## config.mk

```make
export PLATFORM = sky130hd
export DESIGN_NAME = sequenced_event_ring_with_ack
export DESIGN_NICKNAME = d
export VERILOG_FILES = /design/src/serwa_pkg.sv /design/src/serwa_ctrl.sv /design/src/serwa_dp.sv /design/src/sequenced_event_ring_with_ack.sv
export VERILOG_INCLUDE_DIRS = /design/src /design/src/src
export SDC_FILE = /design/constraint.sdc
export NUM_CORES = 2
export LEC_CHECK = 0
export BUFFER_PORTS_ARGS = -buffer_cell sky130_fd_sc_hd__buf_2
export CAP_MARGIN = 20
export CORE_UTILIZATION = 29
export CTS_CLUSTER_DIAMETER = 80
export DETAILED_ROUTE_END_ITERATION = 10
export HOLD_SLACK_MARGIN = 0.05
export SYNTH_ARGS = -nofsm -noshare
export SYNTH_HDL_FRONTEND = slang
export SYNTH_SLANG_ARGS = --single-unit
```

## constraint.sdc

```tcl
create_clock -name i_clk -period 47 [get_ports i_clk]
set_input_delay 2.35 -clock i_clk [delete_from_list [all_inputs] [get_ports i_clk]]
set_output_delay 2.35 -clock i_clk [all_outputs]
set_load 0.1 [all_outputs]
```

## src/sequenced_event_ring_with_ack_macros.svh

```systemverilog
// ----------------------------------------------------------------------------
// sequenced event ring assertion macros
// shared property forms for the checks at the end of the top level
// ----------------------------------------------------------------------------
`ifndef SEQUENCED_EVENT_RING_WITH_ACK_MACROS_SVH
`define SEQUENCED_EVENT_RING_WITH_ACK_MACROS_SVH

// same-cycle implication
`define SERWA_ASSERT_IMPLY(lbl, ante, cons, msg) \
    lbl: assert property (@(posedge i_clk) disable iff (!i_rst_n) \
        (ante) |-> (cons)) else $error(msg);

// next-cycle implication
`define SERWA_ASSERT_NEXT(lbl, ante, cons, msg) \
    lbl: assert property (@(posedge i_clk) disable iff (!i_rst_n) \
        (ante) |=> (cons)) else $error(msg);

`endif

```

## src/serwa_pkg.sv

```systemverilog
// ----------------------------------------------------------------------------
// serwa_pkg
// types, codes and fixed widths shared by the event ring modules
// ----------------------------------------------------------------------------
package serwa_pkg;

    localparam int STATUS_W  = 3;
    localparam int CNT_OUT_W = 5;
    localparam logic [31:0] SEQ_MAX = 32'hFFFF_FFFF;

    typedef enum logic [1:0] {
        KIND_APPEND = 2'd0,
        KIND_READ   = 2'd1,
        KIND_ACK    = 2'd2
    } t_kind;

    typedef enum logic [STATUS_W-1:0] {
        ST_APPENDED  = 3'd0,
        ST_DROPPED   = 3'd1,
        ST_EXHAUSTED = 3'd2,
        ST_HIT       = 3'd3,
        ST_MISS      = 3'd4,
        ST_ACKED     = 3'd5
    } t_status;

    typedef struct packed {
        logic [31:0] seq;
        logic [31:0] uptime;
        logic [7:0]  etype;
        logic [7:0]  evalue;
    } t_entry;

    typedef struct packed {
        logic capture;
        logic exhaust;
        logic append;
        logic rd_index;
        logic rd_head;
        logic rd_capture;
        logic pop;
        logic ack_end;
        logic oldest_load;
        logic out_load;
    } t_dp_cmd;

    typedef struct packed {
        logic [1:0] kind;
        logic       stamps_left;
        logic       read_hit;
        logic       empty;
        logic       head_le;
    } t_dp_stat;

endpackage

```

## src/serwa_ctrl.sv

```systemverilog
// ----------------------------------------------------------------------------
// serwa_ctrl
// sequencer for append, read and acknowledge requests
// ----------------------------------------------------------------------------
module serwa_ctrl (
    input  logic                i_clk,
    input  logic                i_rst_n,
    input  logic                i_in_valid,
    output logic                o_in_ready,
    input  logic                i_out_ready,
    output logic                o_out_valid,
    output serwa_pkg::t_dp_cmd  o_cmd,
    input  serwa_pkg::t_dp_stat i_stat
);

    typedef enum logic [3:0] {
        S_IDLE,
        S_DISPATCH,
        S_APPEND,
        S_RD_CAP,
        S_ACK_ISSUE,
        S_ACK_TEST,
        S_ACK_END,
        S_REFRESH,
        S_REFRESH_CAP,
        S_FINISH
    } t_state;

    t_state r_state, n_state;
    logic   r_out_valid, n_out_valid;
    serwa_pkg::t_dp_cmd cmd;

    always_comb begin
        cmd     = '0;
        n_state = r_state;
        unique case (r_state)
            S_IDLE: begin
                if (i_in_valid) begin
                    cmd.capture = 1'b1;
                    n_state     = S_DISPATCH;
                end
            end
            S_DISPATCH: begin
                case (i_stat.kind)
                    serwa_pkg::KIND_APPEND: begin
                        if (i_stat.stamps_left) begin
                            n_state = S_APPEND;
                        end else begin
                            cmd.exhaust = 1'b1;
                            n_state     = S_FINISH;
                        end
                    end
                    serwa_pkg::KIND_READ: begin
                        if (i_stat.read_hit) begin
                            cmd.rd_index = 1'b1;
                            n_state      = S_RD_CAP;
                        end else begin
                            n_state = S_FINISH;
                        end
                    end
                    serwa_pkg::KIND_ACK: n_state = S_ACK_ISSUE;
                    default:             n_state = S_FINISH;
                endcase
            end
            S_APPEND: begin
                cmd.append = 1'b1;
                n_state    = S_REFRESH;
            end
            S_RD_CAP: begin
                cmd.rd_capture = 1'b1;
                n_state        = S_FINISH;
            end
            S_ACK_ISSUE: begin
                if (i_stat.empty) begin
                    n_state = S_ACK_END;
                end else begin
                    cmd.rd_head = 1'b1;
                    n_state     = S_ACK_TEST;
                end
            end
            S_ACK_TEST: begin
                if (i_stat.head_le) begin
                    cmd.pop = 1'b1;
                    n_state = S_ACK_ISSUE;
                end else begin
                    n_state = S_ACK_END;
                end
            end
            S_ACK_END: begin
                cmd.ack_end = 1'b1;
                n_state     = S_REFRESH;
            end
            S_REFRESH: begin
                cmd.rd_head = 1'b1;
                n_state     = S_REFRESH_CAP;
            end
            S_REFRESH_CAP: begin
                cmd.oldest_load = 1'b1;
                n_state         = S_FINISH;
            end
            S_FINISH: begin
                if (!r_out_valid || i_out_ready) begin
                    cmd.out_load = 1'b1;
                    n_state      = S_IDLE;
                end
            end
            default: n_state = S_IDLE;
        endcase
    end

    always_comb begin
        n_out_valid = r_out_valid;
        if (cmd.out_load) begin
            n_out_valid = 1'b1;
        end else if (i_out_ready) begin
            n_out_valid = 1'b0;
        end
    end

    always_ff @(posedge i_clk) begin
        if (!i_rst_n) begin
            r_state     <= S_IDLE;
            r_out_valid <= 1'b0;
        end else begin
            r_state     <= n_state;
            r_out_valid <= n_out_valid;
        end
    end

    assign o_cmd       = cmd;
    assign o_in_ready  = (r_state == S_IDLE);
    assign o_out_valid = r_out_valid;

endmodule

```

## src/serwa_dp.sv

```systemverilog
// ----------------------------------------------------------------------------
// serwa_dp
// event memory, ring pointers, counters and result register
// ----------------------------------------------------------------------------
module serwa_dp #(
    parameter int DEPTH = 16
) (
    input  logic                i_clk,
    input  logic                i_rst_n,
    input  logic                i_cfg_wr_en,
    input  logic [31:0]         i_cfg_wr_data,
    input  logic [1:0]          i_kind,
    input  logic [7:0]          i_event_type,
    input  logic [7:0]          i_event_value,
    input  logic [31:0]         i_uptime_ms,
    input  logic [15:0]         i_read_index,
    input  logic [31:0]         i_ack_sequence,
    input  serwa_pkg::t_dp_cmd  i_cmd,
    output serwa_pkg::t_dp_stat o_stat,
    output logic [2:0]          o_status,
    output logic [4:0]          o_removed_count,
    output logic [31:0]         o_read_seq,
    output logic [31:0]         o_read_uptime_ms,
    output logic [7:0]          o_read_type,
    output logic [7:0]          o_read_value,
    output logic [4:0]          o_entry_count,
    output logic [31:0]         o_dropped_total,
    output logic [31:0]         o_upcoming_sequence,
    output logic [1:0]          o_flags,
    output logic [31:0]         o_oldest_seq,
    output logic [31:0]         o_last_ack_seq
);

    localparam int AW  = $clog2(DEPTH);
    localparam int CW  = $clog2(DEPTH + 1);
    localparam int COW = serwa_pkg::CNT_OUT_W;
    localparam logic [AW:0]   DEPTH_A = (AW + 1)'(DEPTH);
    localparam logic [CW-1:0] DEPTH_C = CW'(DEPTH);

    function automatic logic [AW-1:0] f_wrap(input logic [AW-1:0] a,
                                             input logic [AW-1:0] b);
        logic [AW:0] s;
        s = {1'b0, a} + {1'b0, b};
        if (s >= DEPTH_A) begin
            s = s - DEPTH_A;
        end
        return s[AW-1:0];
    endfunction

    serwa_pkg::t_entry r_mem [DEPTH];
    serwa_pkg::t_entry r_rdata;

    logic [1:0]  r_kind;
    logic [7:0]  r_etype;
    logic [7:0]  r_evalue;
    logic [31:0] r_uptime;
    logic [15:0] r_ridx;
    logic [31:0] r_ackseq;

    logic [AW-1:0] r_head;
    logic [CW-1:0] r_count;
    logic [31:0]   r_drops;
    logic [31:0]   r_next;
    logic          r_left;
    logic [31:0]   r_ack_high;
    logic          r_ack_seen;
    logic [31:0]   r_oldest;

    serwa_pkg::t_status r_status;
    logic [CW-1:0] r_removed;
    logic [31:0]   r_rd_seq;
    logic [31:0]   r_rd_uptime;
    logic [7:0]    r_rd_type;
    logic [7:0]    r_rd_value;

    logic [2:0]  r_o_status;
    logic [4:0]  r_o_removed;
    logic [31:0] r_o_rd_seq;
    logic [31:0] r_o_rd_uptime;
    logic [7:0]  r_o_rd_type;
    logic [7:0]  r_o_rd_value;
    logic [4:0]  r_o_count;
    logic [31:0] r_o_drops;
    logic [31:0] r_o_next;
    logic [1:0]  r_o_flags;
    logic [31:0] r_o_oldest;
    logic [31:0] r_o_ack_high;

    logic          full;
    logic          read_hit;
    logic [AW-1:0] head_inc;
    logic [AW-1:0] tail_slot;
    logic [AW-1:0] read_slot;
    logic [AW-1:0] rd_addr;
    serwa_pkg::t_entry wr_entry;

    assign full      = (r_count == DEPTH_C);
    assign read_hit  = ({1'b0, r_ridx} < 17'(r_count));
    assign head_inc  = f_wrap(r_head, AW'(1));
    assign tail_slot = full ? r_head : f_wrap(r_head, r_count[AW-1:0]);
    assign read_slot = f_wrap(r_head, r_ridx[AW-1:0]);
    assign rd_addr   = i_cmd.rd_index ? read_slot : r_head;

    assign wr_entry.seq    = r_next;
    assign wr_entry.uptime = r_uptime;
    assign wr_entry.etype  = r_etype;
    assign wr_entry.evalue = r_evalue;

    always_ff @(posedge i_clk) begin
        if (i_cmd.append) begin
            r_mem[tail_slot] <= wr_entry;
        end
        if (i_cmd.rd_index || i_cmd.rd_head) begin
            r_rdata <= r_mem[rd_addr];
        end
    end

    always_ff @(posedge i_clk) begin
        if (!i_rst_n) begin
            r_head     <= '0;
            r_count    <= '0;
            r_drops    <= '0;
            r_next     <= 32'd1;
            r_left     <= 1'b1;
            r_ack_high <= '0;
            r_ack_seen <= 1'b0;
        end else begin
            if (i_cfg_wr_en) begin
                r_next <= i_cfg_wr_data;
                r_left <= 1'b1;
            end
            if (i_cmd.exhaust) begin
                r_drops <= r_drops + 32'd1;
            end
            if (i_cmd.append) begin
                if (full) begin
                    r_head  <= head_inc;
                    r_drops <= r_drops + 32'd1;
                end else begin
                    r_count <= r_count + CW'(1);
                end
                if (r_next == serwa_pkg::SEQ_MAX) begin
                    r_left <= 1'b0;
                end else begin
                    r_next <= r_next + 32'd1;
                end
            end
            if (i_cmd.pop) begin
                r_head  <= head_inc;
                r_count <= r_count - CW'(1);
            end
            if (i_cmd.ack_end && (!r_ack_seen || r_ackseq > r_ack_high)) begin
                r_ack_high <= r_ackseq;
                r_ack_seen <= 1'b1;
            end
        end
    end

    always_ff @(posedge i_clk) begin
        if (i_cmd.capture) begin
            r_kind      <= i_kind;
            r_etype     <= i_event_type;
            r_evalue    <= i_event_value;
            r_uptime    <= i_uptime_ms;
            r_ridx      <= i_read_index;
            r_ackseq    <= i_ack_sequence;
            r_status    <= serwa_pkg::ST_MISS;
            r_removed   <= '0;
            r_rd_seq    <= '0;
            r_rd_uptime <= '0;
            r_rd_type   <= '0;
            r_rd_value  <= '0;
        end
        if (i_cmd.exhaust) begin
            r_status <= serwa_pkg::ST_EXHAUSTED;
        end
        if (i_cmd.append) begin
            r_status <= full ? serwa_pkg::ST_DROPPED : serwa_pkg::ST_APPENDED;
        end
        if (i_cmd.rd_capture) begin
            r_status    <= serwa_pkg::ST_HIT;
            r_rd_seq    <= r_rdata.seq;
            r_rd_uptime <= r_rdata.uptime;
            r_rd_type   <= r_rdata.etype;
            r_rd_value  <= r_rdata.evalue;
        end
        if (i_cmd.pop) begin
            r_removed <= r_removed + CW'(1);
        end
        if (i_cmd.ack_end) begin
            r_status <= serwa_pkg::ST_ACKED;
        end
        if (i_cmd.oldest_load) begin
            r_oldest <= r_rdata.seq;
        end
        if (i_cmd.out_load) begin
            r_o_status    <= r_status;
            r_o_removed   <= COW'(r_removed);
            r_o_rd_seq    <= r_rd_seq;
            r_o_rd_uptime <= r_rd_uptime;
            r_o_rd_type   <= r_rd_type;
            r_o_rd_value  <= r_rd_value;
            r_o_count     <= COW'(r_count);
            r_o_drops     <= r_drops;
            r_o_next      <= r_next;
            r_o_flags     <= {r_ack_seen, r_left};
            r_o_oldest    <= (r_count != '0) ? r_oldest : 32'd0;
            r_o_ack_high  <= r_ack_high;
        end
    end

    assign o_stat.kind        = r_kind;
    assign o_stat.stamps_left = r_left;
    assign o_stat.read_hit    = read_hit;
    assign o_stat.empty       = (r_count == '0);
    assign o_stat.head_le     = (r_rdata.seq <= r_ackseq);

    assign o_status            = r_o_status;
    assign o_removed_count     = r_o_removed;
    assign o_read_seq          = r_o_rd_seq;
    assign o_read_uptime_ms    = r_o_rd_uptime;
    assign o_read_type         = r_o_rd_type;
    assign o_read_value        = r_o_rd_value;
    assign o_entry_count       = r_o_count;
    assign o_dropped_total     = r_o_drops;
    assign o_upcoming_sequence = r_o_next;
    assign o_flags             = r_o_flags;
    assign o_oldest_seq        = r_o_oldest;
    assign o_last_ack_seq      = r_o_ack_high;

endmodule

```

## src/sequenced_event_ring_with_ack.sv

```systemverilog
// ----------------------------------------------------------------------------
// sequenced event ring with acknowledge
// flow: one request in work at a time; a new request is taken only in idle
// an untaken result holds the next back; an acknowledge takes longer per removed entry
// reset: synchronous active low; empty ring, next sequence 1, no clearing pass
// ----------------------------------------------------------------------------
`include "sequenced_event_ring_with_ack_macros.svh"

module sequenced_event_ring_with_ack #(
    parameter int DEPTH = 16
) (
    input  logic        i_clk,
    input  logic        i_rst_n,
    input  logic        i_cfg_wr_en,
    input  logic [31:0] i_cfg_wr_data,
    input  logic        i_in_valid,
    output logic        o_in_ready,
    input  logic [1:0]  i_kind,
    input  logic [7:0]  i_event_type,
    input  logic [7:0]  i_event_value,
    input  logic [31:0] i_uptime_ms,
    input  logic [15:0] i_read_index,
    input  logic [31:0] i_ack_sequence,
    output logic        o_out_valid,
    input  logic        i_out_ready,
    output logic [2:0]  o_status,
    output logic [4:0]  o_removed_count,
    output logic [31:0] o_read_seq,
    output logic [31:0] o_read_uptime_ms,
    output logic [7:0]  o_read_type,
    output logic [7:0]  o_read_value,
    output logic [4:0]  o_entry_count,
    output logic [31:0] o_dropped_total,
    output logic [31:0] o_upcoming_sequence,
    output logic [1:0]  o_flags,
    output logic [31:0] o_oldest_seq,
    output logic [31:0] o_last_ack_seq
);

    serwa_pkg::t_dp_cmd  cmd;
    serwa_pkg::t_dp_stat stat;

    serwa_ctrl u_ctrl (
        .i_clk       (i_clk),
        .i_rst_n     (i_rst_n),
        .i_in_valid  (i_in_valid),
        .o_in_ready  (o_in_ready),
        .i_out_ready (i_out_ready),
        .o_out_valid (o_out_valid),
        .o_cmd       (cmd),
        .i_stat      (stat)
    );

    serwa_dp #(
        .DEPTH (DEPTH)
    ) u_dp (
        .i_clk               (i_clk),
        .i_rst_n             (i_rst_n),
        .i_cfg_wr_en         (i_cfg_wr_en),
        .i_cfg_wr_data       (i_cfg_wr_data),
        .i_kind              (i_kind),
        .i_event_type        (i_event_type),
        .i_event_value       (i_event_value),
        .i_uptime_ms         (i_uptime_ms),
        .i_read_index        (i_read_index),
        .i_ack_sequence      (i_ack_sequence),
        .i_cmd               (cmd),
        .o_stat              (stat),
        .o_status            (o_status),
        .o_removed_count     (o_removed_count),
        .o_read_seq          (o_read_seq),
        .o_read_uptime_ms    (o_read_uptime_ms),
        .o_read_type         (o_read_type),
        .o_read_value        (o_read_value),
        .o_entry_count       (o_entry_count),
        .o_dropped_total     (o_dropped_total),
        .o_upcoming_sequence (o_upcoming_sequence),
        .o_flags             (o_flags),
        .o_oldest_seq        (o_oldest_seq),
        .o_last_ack_seq      (o_last_ack_seq)
    );

    `SERWA_ASSERT_IMPLY(a_removed_only_on_ack,
        o_out_valid && (o_removed_count != 5'd0),
        o_status == serwa_pkg::ST_ACKED,
        "removed count outside acknowledge")
    `SERWA_ASSERT_IMPLY(a_read_zero_on_no_hit,
        o_out_valid && (o_status != serwa_pkg::ST_HIT),
        (o_read_seq == 32'd0) && (o_read_uptime_ms == 32'd0)
            && (o_read_type == 8'd0) && (o_read_value == 8'd0),
        "read fields set without hit")
    `SERWA_ASSERT_IMPLY(a_exhausted_at_max,
        o_out_valid && !o_flags[0],
        o_upcoming_sequence == serwa_pkg::SEQ_MAX,
        "sequence exhausted below maximum")
    `SERWA_ASSERT_NEXT(a_one_request_at_a_time,
        i_in_valid && o_in_ready,
        !o_in_ready,
        "second request taken during work")

endmodule

```

# --- Yosys cells after proc, flatten, opt, wreduce, memory -nomap -nowiden ---
# Memory sizes are Yosys's and may differ from the RTL's. A register that Yosys moved wholly into a read port is not among the register bits.
# Index checks and enable logic that the tools add are counted.
classes:
  n_eq_ne: 16
  n_lt_le_gt_ge: 6
  reduce_logical: 23
  muxes: 63
  add_sub_neg: 11
ops:
  columns: ["cell", "count"]
  rows:
  - ["32-bit 2-to-1 mux", 9]
  - ["32-bit by 1-bit adder with 32-bit output, second input constant", 2]
  - ["4-bit 2-to-1 mux", 12]
  - ["32-bit == test, second input constant", 1]
  - ["32-bit > comparator", 1]
  - ["32-bit <= comparator", 1]
  - ["4-bit case mux with 8 select lines", 1]
  - ["1-bit 2-to-1 mux", 25]
  - ["5-bit 2-to-1 mux", 5]
  - ["8-bit 2-to-1 mux", 3]
  - ["4-bit by 3-bit == test with 1-bit output, second input constant", 4]
  - ["16-bit by 5-bit less-than comparator with 1-bit output", 1]
  - ["5-bit >= comparator, second input constant", 3]
  - ["3-bit 2-to-1 mux", 4]
  - ["4-bit case mux with 3 select lines", 1]
  - ["4-bit by 1-bit subtractor with 4-bit output, second input constant", 3]
  - ["4-bit by 4-bit adder with 5-bit output", 2]
  - ["5-bit by 1-bit adder with 5-bit output, second input constant", 2]
  - ["2-bit nonzero test", 5]
  - ["4-bit by 2-bit == test with 1-bit output, second input constant", 2]
  - ["4-bit == test, second input constant", 2]
  - ["2-bit AND reduction", 3]
  - ["2-bit OR reduction", 3]
  - ["4-bit by 1-bit adder with 5-bit output, second input constant", 1]
  - ["other kinds (18)", 23]
totals:
  register_bits: 553
  n_memories: 1
  output_inout_bits: 225
  in_bits: 135
  mem_bits_rw: 1280
memory_table:
  columns: ["memory", "words", "word_bits", "rd", "rd_ports_with_merged_regs", "write_ports", "line", "source"]
  rows:
  - ["u_dp.r_mem", 16, 80, 1, 1, 1, "serwa_dp.sv:50", "serwa_pkg::t_entry r_mem [DEPTH];"]

# --- Longest topological paths before layout ---
depth:
  depth_word: 6
  mapped_depth: 16
  ltp_nobuf: 15

# --- Cells and area by module ---
# Synthesis repeated with hierarchy kept, for this count alone.
hier_totals:
  hier_cells: 3673
  area_unflattened_um2: 72821.1
by_module_without_submodules:
  columns: ["module", "area_each_um2", "seq_area_each_um2", "instances", "cells_each"]
  rows:
  - ["serwa_dp", 72368.2, 56193.9, 1, 3608]
  - ["serwa_ctrl", 452.9, 100.1, 1, 65]

# --- Worst setup path after synthesis ---
# No wires, ideal clock.
synth_path:
  path_type: "input port to flip-flop"
  startpoint: "input i_out_ready"
  endpoint: "register u_dp.r_o_drops[0] (netlist: u_dp.o_dropped_total[0]) (enable)"
  cell_stages: 2
  arrival_time_ns: 18.616
  path_slack_ns: 27.258
  required_ns: 45.874
  cell_sequence: "nand2b_1 > nor3b_1"
synth_lines:
  columns: ["element", "line", "source"]
  rows:
  - ["start: declaration", "sequenced_event_ring_with_ack.sv:25", "input logic i_out_ready,"]
  - ["end signal: assignment", "serwa_dp.sv:204", "r_o_drops <= r_drops;"]
  - ["end: declaration", "serwa_dp.sv:83", "logic [31:0] r_o_drops;"]

# --- Final worst setup path ---
layout_path:
  startpoint: "register u_dp.r_head[1]"
  endpoint: "register, netlist name u_dp.r_rdata[38]"
layout_between:
  elab_chain_cells: 4
layout_rtl:
  columns: ["element", "line", "source"]
  rows:
  - ["start: declaration", "serwa_dp.sv:60", "logic [AW-1:0] r_head;"]
  - ["start signal: assignment", "serwa_dp.sv:137", "r_head <= head_inc;"]
  - ["start signal: assignment", "serwa_dp.sv:149", "r_head <= head_inc;"]
  - ["4-bit by 4-bit adder with 5-bit output", "serwa_dp.sv:43", "s = {1'b0, a} + {1'b0, b};"]
  - ["4-bit by 1-bit subtractor with 4-bit output or 5-bit >= comparator (tied branches)", "serwa_dp.sv:45, serwa_dp.sv:44", null]
  - ["4-bit 2-to-1 mux", "serwa_dp.sv:44", "if (s >= DEPTH_A) begin"]
  - ["4-bit 2-to-1 mux *", "serwa_dp.sv:102", "assign rd_addr = i_cmd.rd_index ? read_slot : r_head;"]
# Every way passes the cells marked *; elsewhere a longest branch is shown, timed or not.
# A chain may end at the register's enable or synchronous reset.

==> qor.yml <==
run_status:
  status: "complete, no violations"
sta:
  period_share_pct: 17.1
  drv_slew: 0
  fmax_mhz: 125
  clock_skew_ns: 0.128
  holdWs_ns: 0.351
  tightest_slew_ns: 1.34
  setup_viol: 0
  period_minus_slack_ns: 8.02
  final_hold_viol_count: 0
  slew-limit-headroom_pct: 10.7
  setup_tns_ns: 0
  rsz0062_at_grt: "false"
power_and_ir_drop:
  seq_power_share_pct: 44.9
  ir_worst_vdd_uv: 46.8
  powerDensity_nw_per_um2: 47.3
  internal-power_w: 0.00328
  leakage_nw: 31.8
  switching_share_pct: 33.9
  clockPowerShare_pct: 34.1
  p_switching_w: 0.00168
  combPwrFrac_pct: 20.9
clock_network:
  cts_tree: "done"
  htree_levels: 4
  clkSlewWorstSetupHoldPaths_ns: 0.06
  cts_resized: 0
  cts_root_buf: "clkbuf_16"
  clockBufferDepth: 4
  hold_buffers: 0
  cts_sinks: 1913
  clk_latency_ns: 0.95
  post-cts-setup-buffer-count: 0
  cts_made_buffers: 217
yosys:
  yosys_warnings: 0
  ys_types: 73
  synth_flop_cell: "edfxtp_1"
  synth_seq_cells: 1913
  syn_inst: 8077
  synth_area_leaders: "edfxtp_1 (58%), a2111oi_0 (6.1%), a311oi_1 (6.1%), nand2_1 (5.8%), a31oi_1 (4.4%)"
  synth-seq-area-share_pct: 60.7
  async_flop_share_pct: 0
  avgSynthCellArea_um2: 11.5
  yosys.area.top_type: "edfxtp_1"
  syn-num-nets: 8296
  netlist.area_leader.share_pct: 58.2
  syn_area_um2: 92800
  synth_edf_count: 1798
global_routing:
  gr-total-overflow: 0
  grt_pass1_wl_mm: 479
  grt_usage_pct: 19.2
  antenna_found_initial: 33
  grt_pass1_vias: 71558
  grt_max_degree: 269
setup_path:
  worstRegToRegCells: 12
  worst-path-max-fanout: 119
  worstSetupPathType: "reg -> reg"
  cp.arrival_ns: 8.68
  r2r_end: "u_dp.r_rdata[38]"
  rrSetupSlack_ns: 38.98
  r2r_start: "u_dp.r_head[1]"
  endpoint: "u_dp.r_rdata[38]"
  critPathCaptureType: "register"
  worstSetupStartpoint: "u_dp.r_head[1]"
  crit_path_start_kind: "register"
  worstPathRequired_ns: 47.66
placed_design:
  gp_congestion: 0.796
  dp.cells: 11845
  dpl.hpwl_mm: 165
  port-buffer-count: 359
routing:
  wl_per_cell_um: 26.8
  detail-route-antenna-nets: 0
  drc_errors: 0
  drt_pass1_iterations: 7
  via_per_inst: 6.11
  wl_mm: 328
  drt-initial-drc-count: 11103
  via_count: 74845
worst_hold_path:
  min_path_type: "reg -> reg"
die:
  initial_utilization_pct: 29.2
  ioPinCount: 360
  dieArea_um2: 322000
  dieWidth_um: 568
  rows: 207
  core-area_um2: 318000
  fp.dieH_um: 568
job:
  drv_cap: 0
cells_and_area:
  drive_gt1_share_pct: 10.7
  syn_to_final_growth_pct: 13.2
  final_cells: 12254
  nets: 8111
-- worst max-delay path, cell delays in order, from the launching register on --
cell and delay, ns:
dfxtp_4 1.02, inv_8 0.45, fa_4 1.49, buf_4 0.34, buf_16 0.34, buf_4 0.91, buf_4 0.88, buf_4 0.72
nand2b_1 0.20, a2111oi_0 0.11, a311oi_1 0.34, o22ai_1 0.12, or4_1 0.56
-- synth_stat cells, types with 4 or more instances --
master,count
or2_2,4
nor4_1,12
and4_1,4
a21o_1,14
o22ai_1,326
and3_1,19
nand2b_1,651
buf_2,20
nand3_1,46
nor3b_1,5
buf_4,18
edfxtp_1,1798
a21oi_1,61
xor2_1,21
ha_1,81
o211ai_1,5
xnor2_1,22
buf_1,21
clkbuf_1,848
a311oi_1,641
nor2b_1,44
nand2_1,1425
mux2i_1,38
nand4_1,29
o21a_1,5
or3_1,12
a22oi_1,12
inv_1,86
nor2_1,100
a31oi_1,651
dfxtp_1,115
nor3_1,26
a211oi_1,9
o21ai_0,37
a2111oi_0,645
or4_1,83
and2_1,90
nand3b_1,4
-- worst min path at each step --
stage,startpoint,to,cells past startpoint,slack (ns)
2_1_floorplan,u_dp.r_rd_seq[0],u_dp.o_read_seq[0],0,0.40
3_3_place_gp,u_dp.r_rd_seq[11],u_dp.o_read_seq[11],0,0.40
3_5_place_dp,u_dp.r_rd_uptime[18],u_dp.o_read_uptime_ms[18],0,0.41
4_1_cts,u_dp.r_rd_uptime[20],u_dp.o_read_uptime_ms[20],0,0.35
5_1_grt,u_dp.r_rd_uptime[20],u_dp.o_read_uptime_ms[20],0,0.36
6_report,u_dp.r_rd_uptime[20],u_dp.o_read_uptime_ms[20],0,0.35
-- power by group through the flow --
stage / Clock [W] / Combinational (W) / Sequential, W
after floorplan: 0 / 0.000596 / 0.00231
after global placement: 0 / 0.000981 / 0.00226
after detailed placement: 0 / 0.00101 / 0.00226
after CTS: 0.00172 / 0.00101 / 0.00223
after global routing: 0.00178 / 0.00109 / 0.00224
final: 0.00169 / 0.00104 / 0.00223
-- placed cells by master, fill, tap and decap left out, types with 47 or more instances in the layout --
cell type and count:
a311oi_1 641, and2_1 91, or4_1 82, a31oi_1 651, buf_2 358, ha_1 81, nand2b_1 651, clkbuf_16 219
o22ai_1 326, nand2_1 1424, dfxtp_1 114, inv_1 84, edfxtp_1 1798, a2111oi_0 645, a21oi_1 57, clkbuf_1 47
nor2_1 84, buf_4 124
-- cells by family after synthesis --
family / synth area share [%]
DFF: 60.7
xor gates and xnor gates: 0.406
adders and majority gates: 1.16
AOI/OAI and AO/OA: 19.9
muxes: 0.422
buffers and inverters: 4.15
and+or+nand+nor: 13.3
-- layout make-up --
cell class              count  area [µm²]
inverters                  88         343
repair buffers            505        3220
clock buffers             266        5660
clock inverters           121        1310
diodes                     14        35.0
flip-flops and latches   1913       56300
fillers                 31053      213000
well taps                4180        5230
multi-input cells        5167       32900
-- stage by stage --
| stage | setup slack (ns) | area, µm² | util (%) | power, W |
|---|---|---|---|---|
| after floorplan | 27.26 | 92800 | - | 0.00291 |
| after global placement | 39.17 | 97800 | 30.7 | 0.00324 |
| after detailed placement | 38.91 | 97800 | 30.8 | 0.00327 |
| after CTS | 38.82 | 105000 | 33.0 | 0.00496 |
| after global routing | 38.67 | 105000 | 33.0 | 0.00512 |
| final | 38.98 | 105000 | 33.0 | 0.00496 |
-- per-layer routing --
metal	up-vias	track usage, %	share of wire (%)
met5	-	0	0.012
met4	6	6.37	3.2
met3	797	3.54	11
met2	5135	30.2	46
met1	37230	26.6	41
li1	31677	-	-
-- sequential cells by signal, summed over array words and instances (netlist names), 32 cells and up --
signal	flops
u_dp.o_dropped_total	32
u_dp.o_last_ack_seq	32
u_dp.o_oldest_seq	32
u_dp.o_read_seq	32
u_dp.o_read_uptime_ms	32
u_dp.o_upcoming_sequence	32
u_dp.r_ack_high	32
u_dp.r_ackseq	32
u_dp.r_drops	32
u_dp.r_mem	1280
u_dp.r_next	32
u_dp.r_oldest	32
u_dp.r_rd_seq	32
u_dp.r_rd_uptime	32
u_dp.r_rdata	80
u_dp.r_uptime	32
No activity file was read; power rests on OpenSTA's default activity.
